[src/hw/rtl/sdvp_pkg.sv]
// sdvp_pkg: shared constants, character codes and types of the sdi-12 value parser
// used by the channel interfaces and every rtl module of the block
package sdvp_pkg;

  localparam int VALUE_CHARS     = 9;
  localparam int VALUES_PER_RESP = 20;

  localparam int CHAR_W     = 8;
  localparam int MAG_W      = 27;
  localparam int MANT_W     = 28;
  localparam int DIG_W      = 3;
  localparam int IDX_W      = 5;
  localparam int TLEN_W     = $clog2(VALUE_CHARS + 1);
  localparam int FOUND_W    = $clog2(VALUES_PER_RESP + 1);
  localparam int HOLD_DEPTH = 3;
  localparam int HCNT_W     = $clog2(HOLD_DEPTH + 1);
  localparam int FIFO_DEPTH = 2;
  localparam int PTR_W      = $clog2(FIFO_DEPTH);
  localparam int FCNT_W     = $clog2(FIFO_DEPTH + 1);

  localparam logic [CHAR_W-1:0] CH_PLUS  = 8'h2B;
  localparam logic [CHAR_W-1:0] CH_MINUS = 8'h2D;
  localparam logic [CHAR_W-1:0] CH_POINT = 8'h2E;
  localparam logic [CHAR_W-1:0] CH_ZERO  = 8'h30;
  localparam logic [CHAR_W-1:0] CH_NINE  = 8'h39;

  // number of characters an entry asks the parser to consume
  typedef enum logic [1:0] {
    NCH_NONE = 2'd0,
    NCH_ONE  = 2'd1,
    NCH_TWO  = 2'd2
  } nch_e;

  typedef struct packed {
    logic [CHAR_W-1:0] c0;
    logic [CHAR_W-1:0] c1;
    nch_e              nch;
    logic              last;
  } entry_t;

  typedef struct packed {
    logic              in_value;
    logic [TLEN_W-1:0] text_length;
    logic              negative;
    logic [MAG_W-1:0]  magnitude;
    logic              point_seen;
    logic              digits_frozen;
    logic [DIG_W-1:0]  scale;
    logic [DIG_W-1:0]  after_point;
  } val_t;

  typedef struct packed {
    logic                     valid;
    logic signed [MANT_W-1:0] mant;
    logic [DIG_W-1:0]         pdig;
    logic [DIG_W-1:0]         dec;
    logic [IDX_W-1:0]         idx;
  } pend_t;

endpackage

[src/hw/rtl/sdvp_in_if.sv]
// sdvp_in_if: character channel of the sdi-12 value parser
// depends on sdvp_pkg for field widths
interface sdvp_in_if;
  logic                         valid;
  logic                         ready;
  logic [sdvp_pkg::CHAR_W-1:0]  ch;
  logic                         last;

  modport source (output valid, output ch, output last, input ready);
  modport sink   (input valid, input ch, input last, output ready);
endinterface

[src/hw/rtl/sdvp_out_if.sv]
// sdvp_out_if: result channel of the sdi-12 value parser
// depends on sdvp_pkg for field widths
interface sdvp_out_if;
  logic                                valid;
  logic                                ready;
  logic                                has_value;
  logic signed [sdvp_pkg::MANT_W-1:0]  value_mantissa;
  logic [sdvp_pkg::DIG_W-1:0]          point_digits;
  logic [sdvp_pkg::DIG_W-1:0]          decimals;
  logic [sdvp_pkg::IDX_W-1:0]          value_index;
  logic                                end_of_response;
  logic [sdvp_pkg::IDX_W-1:0]          found_count;

  modport source (output valid, output has_value, output value_mantissa,
                  output point_digits, output decimals, output value_index,
                  output end_of_response, output found_count, input ready);
  modport sink   (input valid, input has_value, input value_mantissa,
                  input point_digits, input decimals, input value_index,
                  input end_of_response, input found_count, output ready);
endinterface

[src/hw/rtl/sdvp_front.sv]
// sdvp_front: accepts characters, runs the three-deep crc holding line and
// decides which characters reach the parser; depends on sdvp_pkg, sdvp_in_if
module sdvp_front (
  input  logic             clk_i,
  input  logic             rst_ni,
  input  logic             strip_i,
  sdvp_in_if.sink          in_i,
  input  logic             full_i,
  output logic             push_o,
  output sdvp_pkg::entry_t entry_o
);
  import sdvp_pkg::*;

  logic [CHAR_W-1:0] held_q [HOLD_DEPTH];
  logic [CHAR_W-1:0] held_d [HOLD_DEPTH];
  logic [HCNT_W-1:0] cnt_q, cnt_d;
  logic              accept;

  assign in_i.ready = !full_i;
  assign accept     = in_i.valid && in_i.ready;

  always_comb begin
    entry_o = '0;
    push_o  = 1'b0;
    held_d  = held_q;
    cnt_d   = cnt_q;
    if (accept) begin
      entry_o.last = in_i.last;
      if (!strip_i) begin
        entry_o.nch = NCH_ONE;
        entry_o.c0  = in_i.ch;
        push_o      = 1'b1;
        cnt_d       = '0;
      end else if (!in_i.last) begin
        if (cnt_q < HCNT_W'(HOLD_DEPTH)) begin
          held_d[cnt_q] = in_i.ch;
          cnt_d         = cnt_q + 1'b1;
        end else begin
          entry_o.nch = NCH_ONE;
          entry_o.c0  = held_q[0];
          push_o      = 1'b1;
          for (int i = 0; i < HOLD_DEPTH - 1; i++) begin
            held_d[i] = held_q[i+1];
          end
          held_d[HOLD_DEPTH-1] = in_i.ch;
        end
      end else begin
        // last character: the final three of the response are crc
        push_o = 1'b1;
        if (cnt_q >= HCNT_W'(HOLD_DEPTH)) begin
          entry_o.nch = NCH_ONE;
          entry_o.c0  = held_q[0];
        end else if (cnt_q == HCNT_W'(HOLD_DEPTH - 1)) begin
          entry_o.nch = NCH_NONE;
        end else if (cnt_q == HCNT_W'(1)) begin
          // short response, parsed in full
          entry_o.nch = NCH_TWO;
          entry_o.c0  = held_q[0];
          entry_o.c1  = in_i.ch;
        end else begin
          entry_o.nch = NCH_ONE;
          entry_o.c0  = in_i.ch;
        end
      end
      if (in_i.last) begin
        cnt_d = '0;
      end
    end
  end

  always_ff @(posedge clk_i or negedge rst_ni) begin
    if (!rst_ni) begin
      cnt_q <= '0;
    end else begin
      cnt_q <= cnt_d;
    end
  end

  always_ff @(posedge clk_i) begin
    held_q <= held_d;
  end

endmodule

[src/hw/rtl/sdvp_fifo.sv]
// sdvp_fifo: short queue of parse entries between front and back
// depends on sdvp_pkg
module sdvp_fifo (
  input  logic             clk_i,
  input  logic             rst_ni,
  input  logic             push_i,
  input  sdvp_pkg::entry_t push_data_i,
  output logic             full_o,
  input  logic             pop_i,
  output logic             head_valid_o,
  output sdvp_pkg::entry_t head_o
);
  import sdvp_pkg::*;

  entry_t            mem_q [FIFO_DEPTH];
  logic [PTR_W-1:0]  wr_ptr_q, rd_ptr_q;
  logic [FCNT_W-1:0] count_q;
  logic              do_push, do_pop;

  assign full_o       = (count_q == FCNT_W'(FIFO_DEPTH));
  assign head_valid_o = (count_q != '0);
  assign head_o       = mem_q[rd_ptr_q];
  assign do_push      = push_i && !full_o;
  assign do_pop       = pop_i && head_valid_o;

  function automatic logic [PTR_W-1:0] next_ptr(input logic [PTR_W-1:0] p);
    return (p == PTR_W'(FIFO_DEPTH - 1)) ? '0 : p + 1'b1;
  endfunction

  always_ff @(posedge clk_i or negedge rst_ni) begin
    if (!rst_ni) begin
      wr_ptr_q <= '0;
      rd_ptr_q <= '0;
      count_q  <= '0;
    end else begin
      if (do_push) wr_ptr_q <= next_ptr(wr_ptr_q);
      if (do_pop)  rd_ptr_q <= next_ptr(rd_ptr_q);
      if (do_push && !do_pop) begin
        count_q <= count_q + 1'b1;
      end else if (do_pop && !do_push) begin
        count_q <= count_q - 1'b1;
      end
    end
  end

  always_ff @(posedge clk_i) begin
    if (do_push) mem_q[wr_ptr_q] <= push_data_i;
  end

endmodule

[src/hw/rtl/sdvp_back.sv]
// sdvp_back: value parser that consumes queue entries and drives the result register
// depends on sdvp_pkg and sdvp_out_if
module sdvp_back (
  input  logic             clk_i,
  input  logic             rst_ni,
  input  logic             head_valid_i,
  input  sdvp_pkg::entry_t head_i,
  output logic             pop_o,
  sdvp_out_if.source       out_o
);
  import sdvp_pkg::*;

  val_t               st_q, st_d;
  pend_t              pend_q, pend_d;
  logic [FOUND_W-1:0] found_q, found_d, found_cur;
  logic               sub_q;
  logic               final_step, emit, out_free, advance;
  logic [CHAR_W-1:0]  c;
  logic               is_digit, is_point, is_sign, done;

  logic                     ovalid_q;
  pend_t                    opend_q;
  logic                     oend_q;
  logic [IDX_W-1:0]         ocount_q;

  function automatic logic completes(input val_t v);
    return v.in_value && (v.text_length >= TLEN_W'(2));
  endfunction

  function automatic pend_t make_pend(input val_t v, input logic [FOUND_W-1:0] f);
    pend_t p;
    p.valid = 1'b1;
    p.mant  = v.negative ? -$signed({1'b0, v.magnitude}) : $signed({1'b0, v.magnitude});
    p.pdig  = v.scale;
    p.dec   = v.after_point;
    p.idx   = IDX_W'(f);
    return p;
  endfunction

  // a short response with stripping takes two passes, one per character
  assign final_step = (head_i.nch != NCH_TWO) || sub_q;
  assign c          = sub_q ? head_i.c1 : head_i.c0;
  assign is_digit   = c inside {[CH_ZERO:CH_NINE]};
  assign is_point   = (c == CH_POINT);
  assign is_sign    = (c == CH_PLUS) || (c == CH_MINUS);

  always_comb begin
    st_d      = st_q;
    found_cur = found_q;
    pend_d    = sub_q ? pend_q : '0;
    done      = 1'b0;
    if (head_i.nch != NCH_NONE) begin
      if (st_d.in_value) begin
        if (is_digit || is_point) begin
          done = 1'b1;
          if (st_d.text_length < TLEN_W'(VALUE_CHARS)) begin
            st_d.text_length = st_d.text_length + 1'b1;
            if (is_digit) begin
              if (!st_d.digits_frozen) begin
                st_d.magnitude = st_d.magnitude * MAG_W'(10) + MAG_W'(c[3:0]);
                if (st_d.point_seen) st_d.scale = st_d.scale + 1'b1;
              end
              if (st_d.point_seen) st_d.after_point = st_d.after_point + 1'b1;
            end else if (st_d.point_seen) begin
              // second point stops the mantissa but still counts as a decimal
              st_d.after_point   = st_d.after_point + 1'b1;
              st_d.digits_frozen = 1'b1;
            end else begin
              st_d.point_seen = 1'b1;
            end
          end
        end else begin
          if (completes(st_d)) begin
            pend_d    = make_pend(st_d, found_cur);
            found_cur = found_cur + 1'b1;
          end
          st_d = '0;
        end
      end
      if (!done && (found_cur < FOUND_W'(VALUES_PER_RESP)) && is_sign) begin
        st_d             = '0;
        st_d.in_value    = 1'b1;
        st_d.negative    = (c == CH_MINUS);
        st_d.text_length = TLEN_W'(1);
      end
    end
    if (final_step && head_i.last) begin
      if (completes(st_d)) begin
        pend_d    = make_pend(st_d, found_cur);
        found_cur = found_cur + 1'b1;
      end
      st_d = '0;
    end
    found_d = (final_step && head_i.last) ? '0 : found_cur;
  end

  assign emit     = final_step && (pend_d.valid || head_i.last);
  assign out_free = !ovalid_q || out_o.ready;
  assign advance  = head_valid_i && (!emit || out_free);
  assign pop_o    = advance && final_step;

  always_ff @(posedge clk_i or negedge rst_ni) begin
    if (!rst_ni) begin
      st_q     <= '0;
      found_q  <= '0;
      sub_q    <= 1'b0;
      ovalid_q <= 1'b0;
    end else begin
      if (advance) begin
        st_q    <= st_d;
        found_q <= found_d;
        sub_q   <= !final_step;
      end
      if (advance && emit) begin
        ovalid_q <= 1'b1;
      end else if (out_o.ready) begin
        ovalid_q <= 1'b0;
      end
    end
  end

  always_ff @(posedge clk_i) begin
    if (advance) pend_q <= pend_d;
    if (advance && emit) begin
      opend_q  <= pend_d;
      oend_q   <= head_i.last;
      ocount_q <= IDX_W'(found_cur);
    end
  end

  assign out_o.valid           = ovalid_q;
  assign out_o.has_value       = opend_q.valid;
  assign out_o.value_mantissa  = opend_q.mant;
  assign out_o.point_digits    = opend_q.pdig;
  assign out_o.decimals        = opend_q.dec;
  assign out_o.value_index     = opend_q.idx;
  assign out_o.end_of_response = oend_q;
  assign out_o.found_count     = ocount_q;

endmodule

[src/hw/rtl/sdvp_top.sv]
// Parses the numeric values out of an SDI-12 data response (address already removed),
// one character per transaction, and reports each value as an exact decimal
// mantissa * 10^-point_digits. It sustains one character per clock unless the result
// channel stalls or a stripped two-character response needs a second pass. Each entry
// is registered in the entry queue; the parser loads the result register. With crc
// stripping on, the last three characters wait in a three-deep line, so a value
// closes three characters after its text. No clearing pass follows reset. The user
// writes strip_crc via cfg_we_i/cfg_wdata_i only while no transaction is in flight;
// the block does not enforce this. Depends on sdvp_pkg, sdvp_in_if, sdvp_out_if,
// sdvp_front, sdvp_fifo, sdvp_back.
module sdi12_data_value_parser_top (
  input  logic       clk_i,
  input  logic       rst_ni,
  input  logic       cfg_we_i,
  input  logic       cfg_wdata_i,
  sdvp_in_if.sink    in_i,
  sdvp_out_if.source out_o
);
  import sdvp_pkg::*;

  logic   strip_q;
  logic   push, full, pop, head_valid;
  entry_t entry, head;

  always_ff @(posedge clk_i or negedge rst_ni) begin
    if (!rst_ni) begin
      strip_q <= 1'b0;
    end else if (cfg_we_i) begin
      strip_q <= cfg_wdata_i;
    end
  end

  sdvp_front u_front (
    .clk_i   (clk_i),
    .rst_ni  (rst_ni),
    .strip_i (strip_q),
    .in_i    (in_i),
    .full_i  (full),
    .push_o  (push),
    .entry_o (entry)
  );

  sdvp_fifo u_fifo (
    .clk_i        (clk_i),
    .rst_ni       (rst_ni),
    .push_i       (push),
    .push_data_i  (entry),
    .full_o       (full),
    .pop_i        (pop),
    .head_valid_o (head_valid),
    .head_o       (head)
  );

  sdvp_back u_back (
    .clk_i        (clk_i),
    .rst_ni       (rst_ni),
    .head_valid_i (head_valid),
    .head_i       (head),
    .pop_o        (pop),
    .out_o        (out_o)
  );

`ifndef SYNTHESIS
  // a value always counts itself
  a_index_below_count: assert property (@(posedge clk_i) disable iff (!rst_ni)
    out_o.valid && out_o.has_value |-> out_o.value_index < out_o.found_count)
    else $error("value_index not below found_count");

  // results without a value only close a response
  a_empty_only_at_end: assert property (@(posedge clk_i) disable iff (!rst_ni)
    out_o.valid && !out_o.has_value |-> out_o.end_of_response &&
      out_o.value_mantissa == '0 && out_o.point_digits == '0 && out_o.decimals == '0)
    else $error("result without value is not an end result");

  // mantissa digits after the point never exceed the decimals
  a_scale_le_decimals: assert property (@(posedge clk_i) disable iff (!rst_ni)
    out_o.valid && out_o.has_value |-> out_o.point_digits <= out_o.decimals)
    else $error("point_digits above decimals");

  // the front never pushes into a full queue
  a_no_lost_push: assert property (@(posedge clk_i) disable iff (!rst_ni)
    push |-> !full)
    else $error("entry pushed into full queue");
`endif

endmodule

[src/flat_wrapper.sv]
// flat-port wrapper written by rule: the top's interface ports become plain ports
module sdi12_data_value_parser_top_flat import sdvp_pkg::*;
  (clk_i, rst_ni, cfg_we_i, cfg_wdata_i, in_i_valid, in_i_ch, in_i_last, in_i_ready, out_o_valid, out_o_has_value, out_o_value_mantissa, out_o_point_digits, out_o_decimals, out_o_value_index, out_o_end_of_response, out_o_found_count, out_o_ready);
  sdvp_in_if in_i_i ();
  sdvp_out_if out_o_i ();
  input  logic clk_i;
  input  logic rst_ni;
  input  logic cfg_we_i;
  input  logic cfg_wdata_i;
  input wire logic [$bits(in_i_i.valid)-1:0] in_i_valid;
  input wire logic [$bits(in_i_i.ch)-1:0] in_i_ch;
  input wire logic [$bits(in_i_i.last)-1:0] in_i_last;
  output wire logic [$bits(in_i_i.ready)-1:0] in_i_ready;
  output wire logic [$bits(out_o_i.valid)-1:0] out_o_valid;
  output wire logic [$bits(out_o_i.has_value)-1:0] out_o_has_value;
  output wire logic [$bits(out_o_i.value_mantissa)-1:0] out_o_value_mantissa;
  output wire logic [$bits(out_o_i.point_digits)-1:0] out_o_point_digits;
  output wire logic [$bits(out_o_i.decimals)-1:0] out_o_decimals;
  output wire logic [$bits(out_o_i.value_index)-1:0] out_o_value_index;
  output wire logic [$bits(out_o_i.end_of_response)-1:0] out_o_end_of_response;
  output wire logic [$bits(out_o_i.found_count)-1:0] out_o_found_count;
  input wire logic [$bits(out_o_i.ready)-1:0] out_o_ready;
  assign in_i_i.valid = in_i_valid;
  assign in_i_i.ch = in_i_ch;
  assign in_i_i.last = in_i_last;
  assign in_i_ready = in_i_i.ready;
  assign out_o_valid = out_o_i.valid;
  assign out_o_has_value = out_o_i.has_value;
  assign out_o_value_mantissa = out_o_i.value_mantissa;
  assign out_o_point_digits = out_o_i.point_digits;
  assign out_o_decimals = out_o_i.decimals;
  assign out_o_value_index = out_o_i.value_index;
  assign out_o_end_of_response = out_o_i.end_of_response;
  assign out_o_found_count = out_o_i.found_count;
  assign out_o_i.ready = out_o_ready;
  sdi12_data_value_parser_top u_core (.clk_i(clk_i), .rst_ni(rst_ni), .cfg_we_i(cfg_we_i), .cfg_wdata_i(cfg_wdata_i), .in_i(in_i_i), .out_o(out_o_i));
endmodule
[config.mk]
export PLATFORM = sky130hd
export DESIGN_NAME = sdi12_data_value_parser_top_flat
export DESIGN_NICKNAME = d
export VERILOG_FILES = /design/src/hw/rtl/sdvp_pkg.sv /design/src/hw/rtl/sdvp_in_if.sv /design/src/hw/rtl/sdvp_out_if.sv /design/src/hw/rtl/sdvp_front.sv /design/src/hw/rtl/sdvp_fifo.sv /design/src/hw/rtl/sdvp_back.sv /design/src/hw/rtl/sdvp_top.sv /design/src/flat_wrapper.sv
export SDC_FILE = /design/constraint.sdc
export NUM_CORES = 1
export LEC_CHECK = 0
export ABC_AREA = 1
export BUFFER_PORTS_ARGS = -buffer_cell sky130_fd_sc_hd__buf_2
export CORE_UTILIZATION = 35
export CTS_BUF_LIST = sky130_fd_sc_hd__clkbuf_4
export DETAILED_ROUTE_END_ITERATION = 12
export RECOVER_POWER = 50
export SYNTH_ARGS = -nofsm -noshare
export SYNTH_HDL_FRONTEND = slang
export SYNTH_SLANG_ARGS = --single-unit
[constraint.sdc]
create_clock -name clk_i -period 3.7 [get_ports clk_i]
set_input_delay 0.74 -clock clk_i [delete_from_list [all_inputs] [get_ports clk_i]]
set_output_delay 0.74 -clock clk_i [all_outputs]
set_load 0.02 [all_outputs]
; Yosys cells after proc, flatten, opt, wreduce, memory -nomap -nowiden
; Memories as Yosys holds them, arrays and structs flattened.
; Index checks and enable logic that the tools add are counted.
[totals]
reg_bits = 165
n_memories = 1
output_inout_bits = 48
ram_bits = 38
word_cells = 182
latch_bits = 0
romBits = 0
inputBits = 15
[op_classes]
n_addsub = 13
n_reduce_logical = 39
shifts = 0
bitwise_logic = 2
multipliers = 1
n_div = 0
n_eq_ne = 11
order_cmp = 10
muxes = 74
[mem_list]
columns = name, words, word_bits, read_ports, rd_ports_with_merged_regs, write_ports, line_no
row1 = u_core.u_fifo.mem_q, 2, 19, 1, 0, 1, sdvp_fifo.sv:15  ; entry_t mem_q [FIFO_DEPTH];
[ops]
columns = op, n
row1 = $mux 40, 7
row2 = $mux 41, 4
row3 = $mux 8, 11
row4 = $mux 35, 2
row5 = $mux 28, 2
row6 = $neg 27->28, 2
row7 = $mux 27, 2
row8 = $mux 5, 8
row9 = $add 27x4->27, 1
row10 = $mul 27x3->26 const B, 1
row11 = $bwmux 24, 1
row12 = $eq 8x6->1 const B, 3
row13 = $mux 24, 1
row14 = $mux 2, 11
row15 = $mux 19, 1
row16 = $demux 8 s2, 1
row17 = $logic_and 1x1->1, 16
row18 = $mux 1, 16
row19 = $mux 16, 1
row20 = $mux 3, 4
row21 = $add 5x1->5 const B, 2
row22 = $reduce_bool 2->1, 5
row23 = $ge 4x2->1 const B, 2
row24 = $ge 8x6->1 const B, 1
row25 = 28 further kinds, 45

; Depth between registers and ports, before layout
; An unclocked memory read counts as a cell.
[logic_depth]
word_depth = 27
mapped_depth = 34
depth_no_buf = 32

; By module
; From an unflattened synthesis, not the netlist that was laid out.
[hier_totals]
cells_unflattened = 1939
area_unflattened_um2 = 14291.2
[modules_own_cells]
columns = module, seq_area_each_um2, cells_each, n_inst, area_per_inst_um2
row1 = sdvp_back, 3783.6, 1619, 1, 11074.4
row2 = sdvp_fifo, 1241.2, 131, 1, 1624.1
row3 = sdvp_front, 770.7, 184, 1, 1552.7
row4 = sdi12_data_value_parser_top, 25.0, 5, 1, 40.0

; Least setup slack after synthesis
; OpenSTA, ideal clock, no wires.
[synth_path]
path_type = register to register
start = register u_core.u_back.st_q[9] (netlist name)
end = register u_core.u_back.opend_q (netlist bit u_core.u_back.out_o.value_mantissa[21]), data pin
setup_ns = 0.263
path_stages_with_launch = 27
slack_ns = -0.122
synth_period_minus_slack_ns = 3.822
t_required_ns = 3.437
arrival_time_ns = 3.560
path_buffers = 0
path_cell_list = dfrtp_1 ha_1 ha_1 fa_1 nand2_1 inv_1 nor2_1 inv_1 nor2_1 nand3_1 inv_1 nand2_1 nor2_1 nand2_1 nand2_1 nand3_1 nand2_1 nand2_1 a21oi_1 nand3_1 nor2_1 nand2_1 nor2_4 a21oi_1 or2_1 nand3_1 o21ai_1
[synth_rtl]
columns = element, line_no
row1 = from (decl), sdvp_back.sv:13  ; val_t st_q, st_d;
row2 = from (signal assigned), sdvp_back.sv:110  ; st_q <= st_d;
row3 = to (signal assigned), sdvp_back.sv:125  ; opend_q <= pend_d;
row4 = to (decl), sdvp_back.sv:22  ; pend_t opend_q;

==> flow_metrics.py <==
metrics = {
    "yosys": {
        "ys_warn_count": 0,
        "synth-simple-area-share_pct": 30.2,
        "syn_area_mm2": 0.0143,
        "synth_nets": 2018,
        "synth_cell_type_count": 53,
        "synth_fa_ha_area_share_pct": 5.79,
        "synthCells": 1938,
        "avgSynthCellArea_um2": 7.39,
        "async_flop_share_pct": 27.1,
        "synthMuxAreaShare_pct": 0.140,
        "synth_edf_count": 148,
        "synth_top_family_by_area": "simple AND/OR/NAND/NOR gates",
        "synthXorXnorAreaFrac_pct": 2.75,
        "synth-compound-area-share_pct": 12.0,
        "ys_ff_latch": 203,
        "yosysSeqAreaShare_pct": 40.7,
        "ys.flop_type": "edfxtp_1",
    },
    "setup_path": {
        "cp-start-kind": "flip-flop",
        "cpPeakStageDelay_ps": 550,
        "worst_ep_arrival_time_ps": 4450,
        "path_max_fanout": 3,
        "cp_common_cell": "nand2_1",
        "worst-path-buf-inv": 0,
        "crit_family": "simple AND/OR/NAND/NOR gates",
        "crit_required_ps": 4200,
        "critPathKind": "flip-flop to flip-flop",
        "worst_setup_path_end_kind": "flip-flop",
        "cp_slowest_cell": "fa_2",
    },
    "floorplan": {
        "io_pins": 63,
        "die_h_um": 204,
        "core_area_mm2": 0.0400,
        "start_util_pct": 35.8,
        "design.die.area_mm2": 0.0417,
        "rows": 73,
        "fp.dieW_um": 204,
    },
    "routing": {
        "via_per_inst": 5.05,
        "drc_errors": 0,
        "wl_per_cell_um": 15.1,
        "postRouteAntennaNets": 0,
        "drt_iter0_drc": 856,
        "via_count": 14269,
        "wl_mm": 42.8,
        "firstDrtPassIters": 5,
    },
    "status": {
        "violations": "capacitance limit, slew limit, setup timing",
        "status": "complete, but fails checks",
    },
    "final_layout": {
        "layout.nets": 2335,
        "fin_util_pct": 47.2,
        "drive_gt1_share_pct": 27.2,
        "seq_area_mm2": 0.00583,
        "multi_input_area_mm2": 0.00833,
        "area_growth_pct": 31.8,
        "nFillCells": 3963,
    },
    "global_routing": {
        "grt_pass1_vias": 13891,
        "grt_overflow": 0,
        "track_usage_pct": 20.1,
        "grt_pass1_wl_mm": 67.5,
        "antenna_found_initial": 2,
        "grt_max_degree": 47,
    },
    "sta": {
        "worst_slew_margin_rel_pct": -46.1,
        "setup_tns_ps": -3670,
        "grt_setup_unrepaired": "yes",
        "clock.fmax_mhz": 253,
        "fin_hold_ws_ps": 163,
        "period_needed_ps": 3950,
        "maxSlewViolCount": 37,
        "finalSetupViolations": 25,
        "post-route-period-util_pct": 107,
        "clock_skew_ps": 49.7,
        "hold_viol_final": 0,
        "fin_ws_ps": -252,
        "tightest_slew_ps": 2190,
    },
    "placed_design": {
        "hpwlAfterDp_mm": 30.8,
        "dp_slack_ps": -352,
        "gp_congestion": 0.935,
        "port_buffers": 62,
    },
    "power_and_ir_drop": {
        "p_leak_nw": 8.71,
        "vdd_drop_max_mv": 1.03,
        "powerDensity_mw_per_mm2": 518,
    },
    "clock_network": {
        "cts-root-buf": "clkbuf_4",
        "cts_buffer_depth": 3,
        "cts_tree": "done",
        "clk_pin_slew_ps": 70,
        "ctsHoldBuffers": 0,
        "htree_num_levels": 2,
        "cts_buffers": 56,
        "cts_sinks": 203,
        "clock_latency_ps": 780,
    },
    "hold_path": {
        "hold_path.class": "input port to flip-flop",
    },
    "job": {
        "drv_cap": 1,
    },
}
[where the power goes]
| part | leakage, nW | switching [mW] | internal [mW] |
|---|---|---|---|
| logic | 6.10 | 2.85 | 1.31 |
| registers | 2.19 | 0.231 | 3.40 |
| clock network | 0.420 | 1.01 | 0.981 |
[kinds of logic after synthesis]
family / Yosys count
AND/OR/NAND/NOR: 1015
buffers and inverters: 307
AO/OA/AOI/OAI: 301
flip-flops: 203
adder cells (fa/ha/maj): 65
XOR/XNOR: 45
multiplexers: 2
[layer usage]
layer  up-vias  global-route usage [%]  wire length, µm
li1       7129                       -                -
met1      6683                    24.4            18300
met2       349                    35.2            21200
met3       108                    2.87             1740
met4         0                    8.61             1630
met5         -                       0                0
[synthesized netlist by cell type, drive strengths merged, types with 2 or more instances]
cell | number | area, µm²
nand2 | 598 | 2310
inv | 244 | 921
nor2 | 194 | 788
nand3 | 153 | 816
edfxtp | 148 | 4440
o21ai | 114 | 574
a21oi | 91 | 470
ha | 63 | 788
dfrtp | 55 | 1380
o22ai | 48 | 300
xor2 | 38 | 333
nand4 | 36 | 225
buf | 30 | 169
clkbuf | 30 | 113
nor3 | 25 | 130
a22oi | 13 | 97.6
xnor2 | 7 | 61.3
or2 | 6 | 37.5
a211oi | 5 | 37.5
a31oi | 5 | 31.3
a21boi | 4 | 30.0
a221oi | 4 | 35.0
o211ai | 4 | 30.0
o21a | 4 | 30.0
clkinv | 3 | 11.3
fa | 2 | 40.0
mux2i | 2 | 20.0
nand3b | 2 | 15.0
o21bai | 2 | 15.0
o31ai | 2 | 15.0
[layout by cell type (no fill, tap or decap), drive strengths merged, types with 2 or more instances in the layout]
| master | synthesis | layout |
|---|---|---|
| nand3 | 153 | 153 |
| o21ai | 114 | 114 |
| xnor2 | 7 | 7 |
| or2 | 6 | 6 |
| nand4 | 36 | 36 |
| a22oi | 13 | 13 |
| o31ai | 2 | 2 |
| clkbuf | 30 | 131 |
| dfrtp | 55 | 55 |
| diode | 0 | 3 |
| a21boi | 4 | 4 |
| o211ai | 4 | 4 |
| o21bai | 2 | 2 |
| ha | 63 | 63 |
| o22ai | 48 | 48 |
| a31oi | 5 | 5 |
| nor3 | 25 | 25 |
| nand3b | 2 | 2 |
| xor2 | 38 | 38 |
| nand2 | 598 | 598 |
| buf | 30 | 264 |
| a211oi | 5 | 5 |
| a221oi | 4 | 4 |
| mux2i | 2 | 2 |
| nor2 | 194 | 194 |
| o21a | 4 | 4 |
| clkinv | 3 | 30 |
| inv | 244 | 243 |
| edfxtp | 148 | 148 |
| a21oi | 91 | 91 |
| fa | 2 | 2 |
[repair_timing]
item | in CTS | in global routing
buffers inserted | 11 | 22
cloned | 0 | 3
setup endpoints to repair | 43 | 96
resized for setup | 78 | 226
pin swaps | 29 | 51
[registers in the layout, indices dropped and copies added (netlist names), 5 cells and up]
name                                flops
u_core.u_back.out_o.value_index         5
u_core.u_front.held_q                  24
u_core.u_back.pend_q                   40
u_core.u_back.out_o.found_count         5
u_core.u_fifo.mem_q                    38
u_core.u_back.st_q                     41
u_core.u_back.found_q                   5
u_core.u_back.out_o.value_mantissa     28
[final cells by class]
type                            instances  area share, %
Antenna cell                            3         0.0398
Clock buffer                           77           3.06
Clock inverter                         26          0.676
Inverter                              247           5.05
Multi-Input combinational cell       1428           44.2
Sequential cell                       203           30.9
Tap cell                              525           3.48
Timing Repair Buffer                  318           12.6
Timing Repair inverter                  1         0.0265
[worst paths after layout]
path	from	end	slack, ps	cells after the start
worst max register to register	u_core.u_back.st_q[9]	u_core.u_back.out_o.value_mantissa[21]	-250	25
min in group asynchronous	rst_ni	u_core.u_fifo.wr_ptr_q	610	1
max in group asynchronous	rst_ni	u_core.u_back.st_q[17]	820	2
worst max-delay path	u_core.u_back.st_q[9]	u_core.u_back.out_o.value_mantissa[21]	-250	25
worst min-delay path	cfg_we_i	u_core.strip_q	160	2
worst min register to register	u_core.u_fifo.count_q[1]	u_core.u_fifo.count_q[1]	500	1
[through the flow]
step	area [µm²]	power [mW]	std cells
2_1_floorplan	14300	6.11	1938
3_3_place_gp	16800	7.51	2688
3_5_place_dp	16800	7.58	2688
4_1_cts	17900	9.64	2802
5_1_grt	18900	10.4	2828
6_report	18900	9.78	2828
Power figures use the tool's default switching activity.
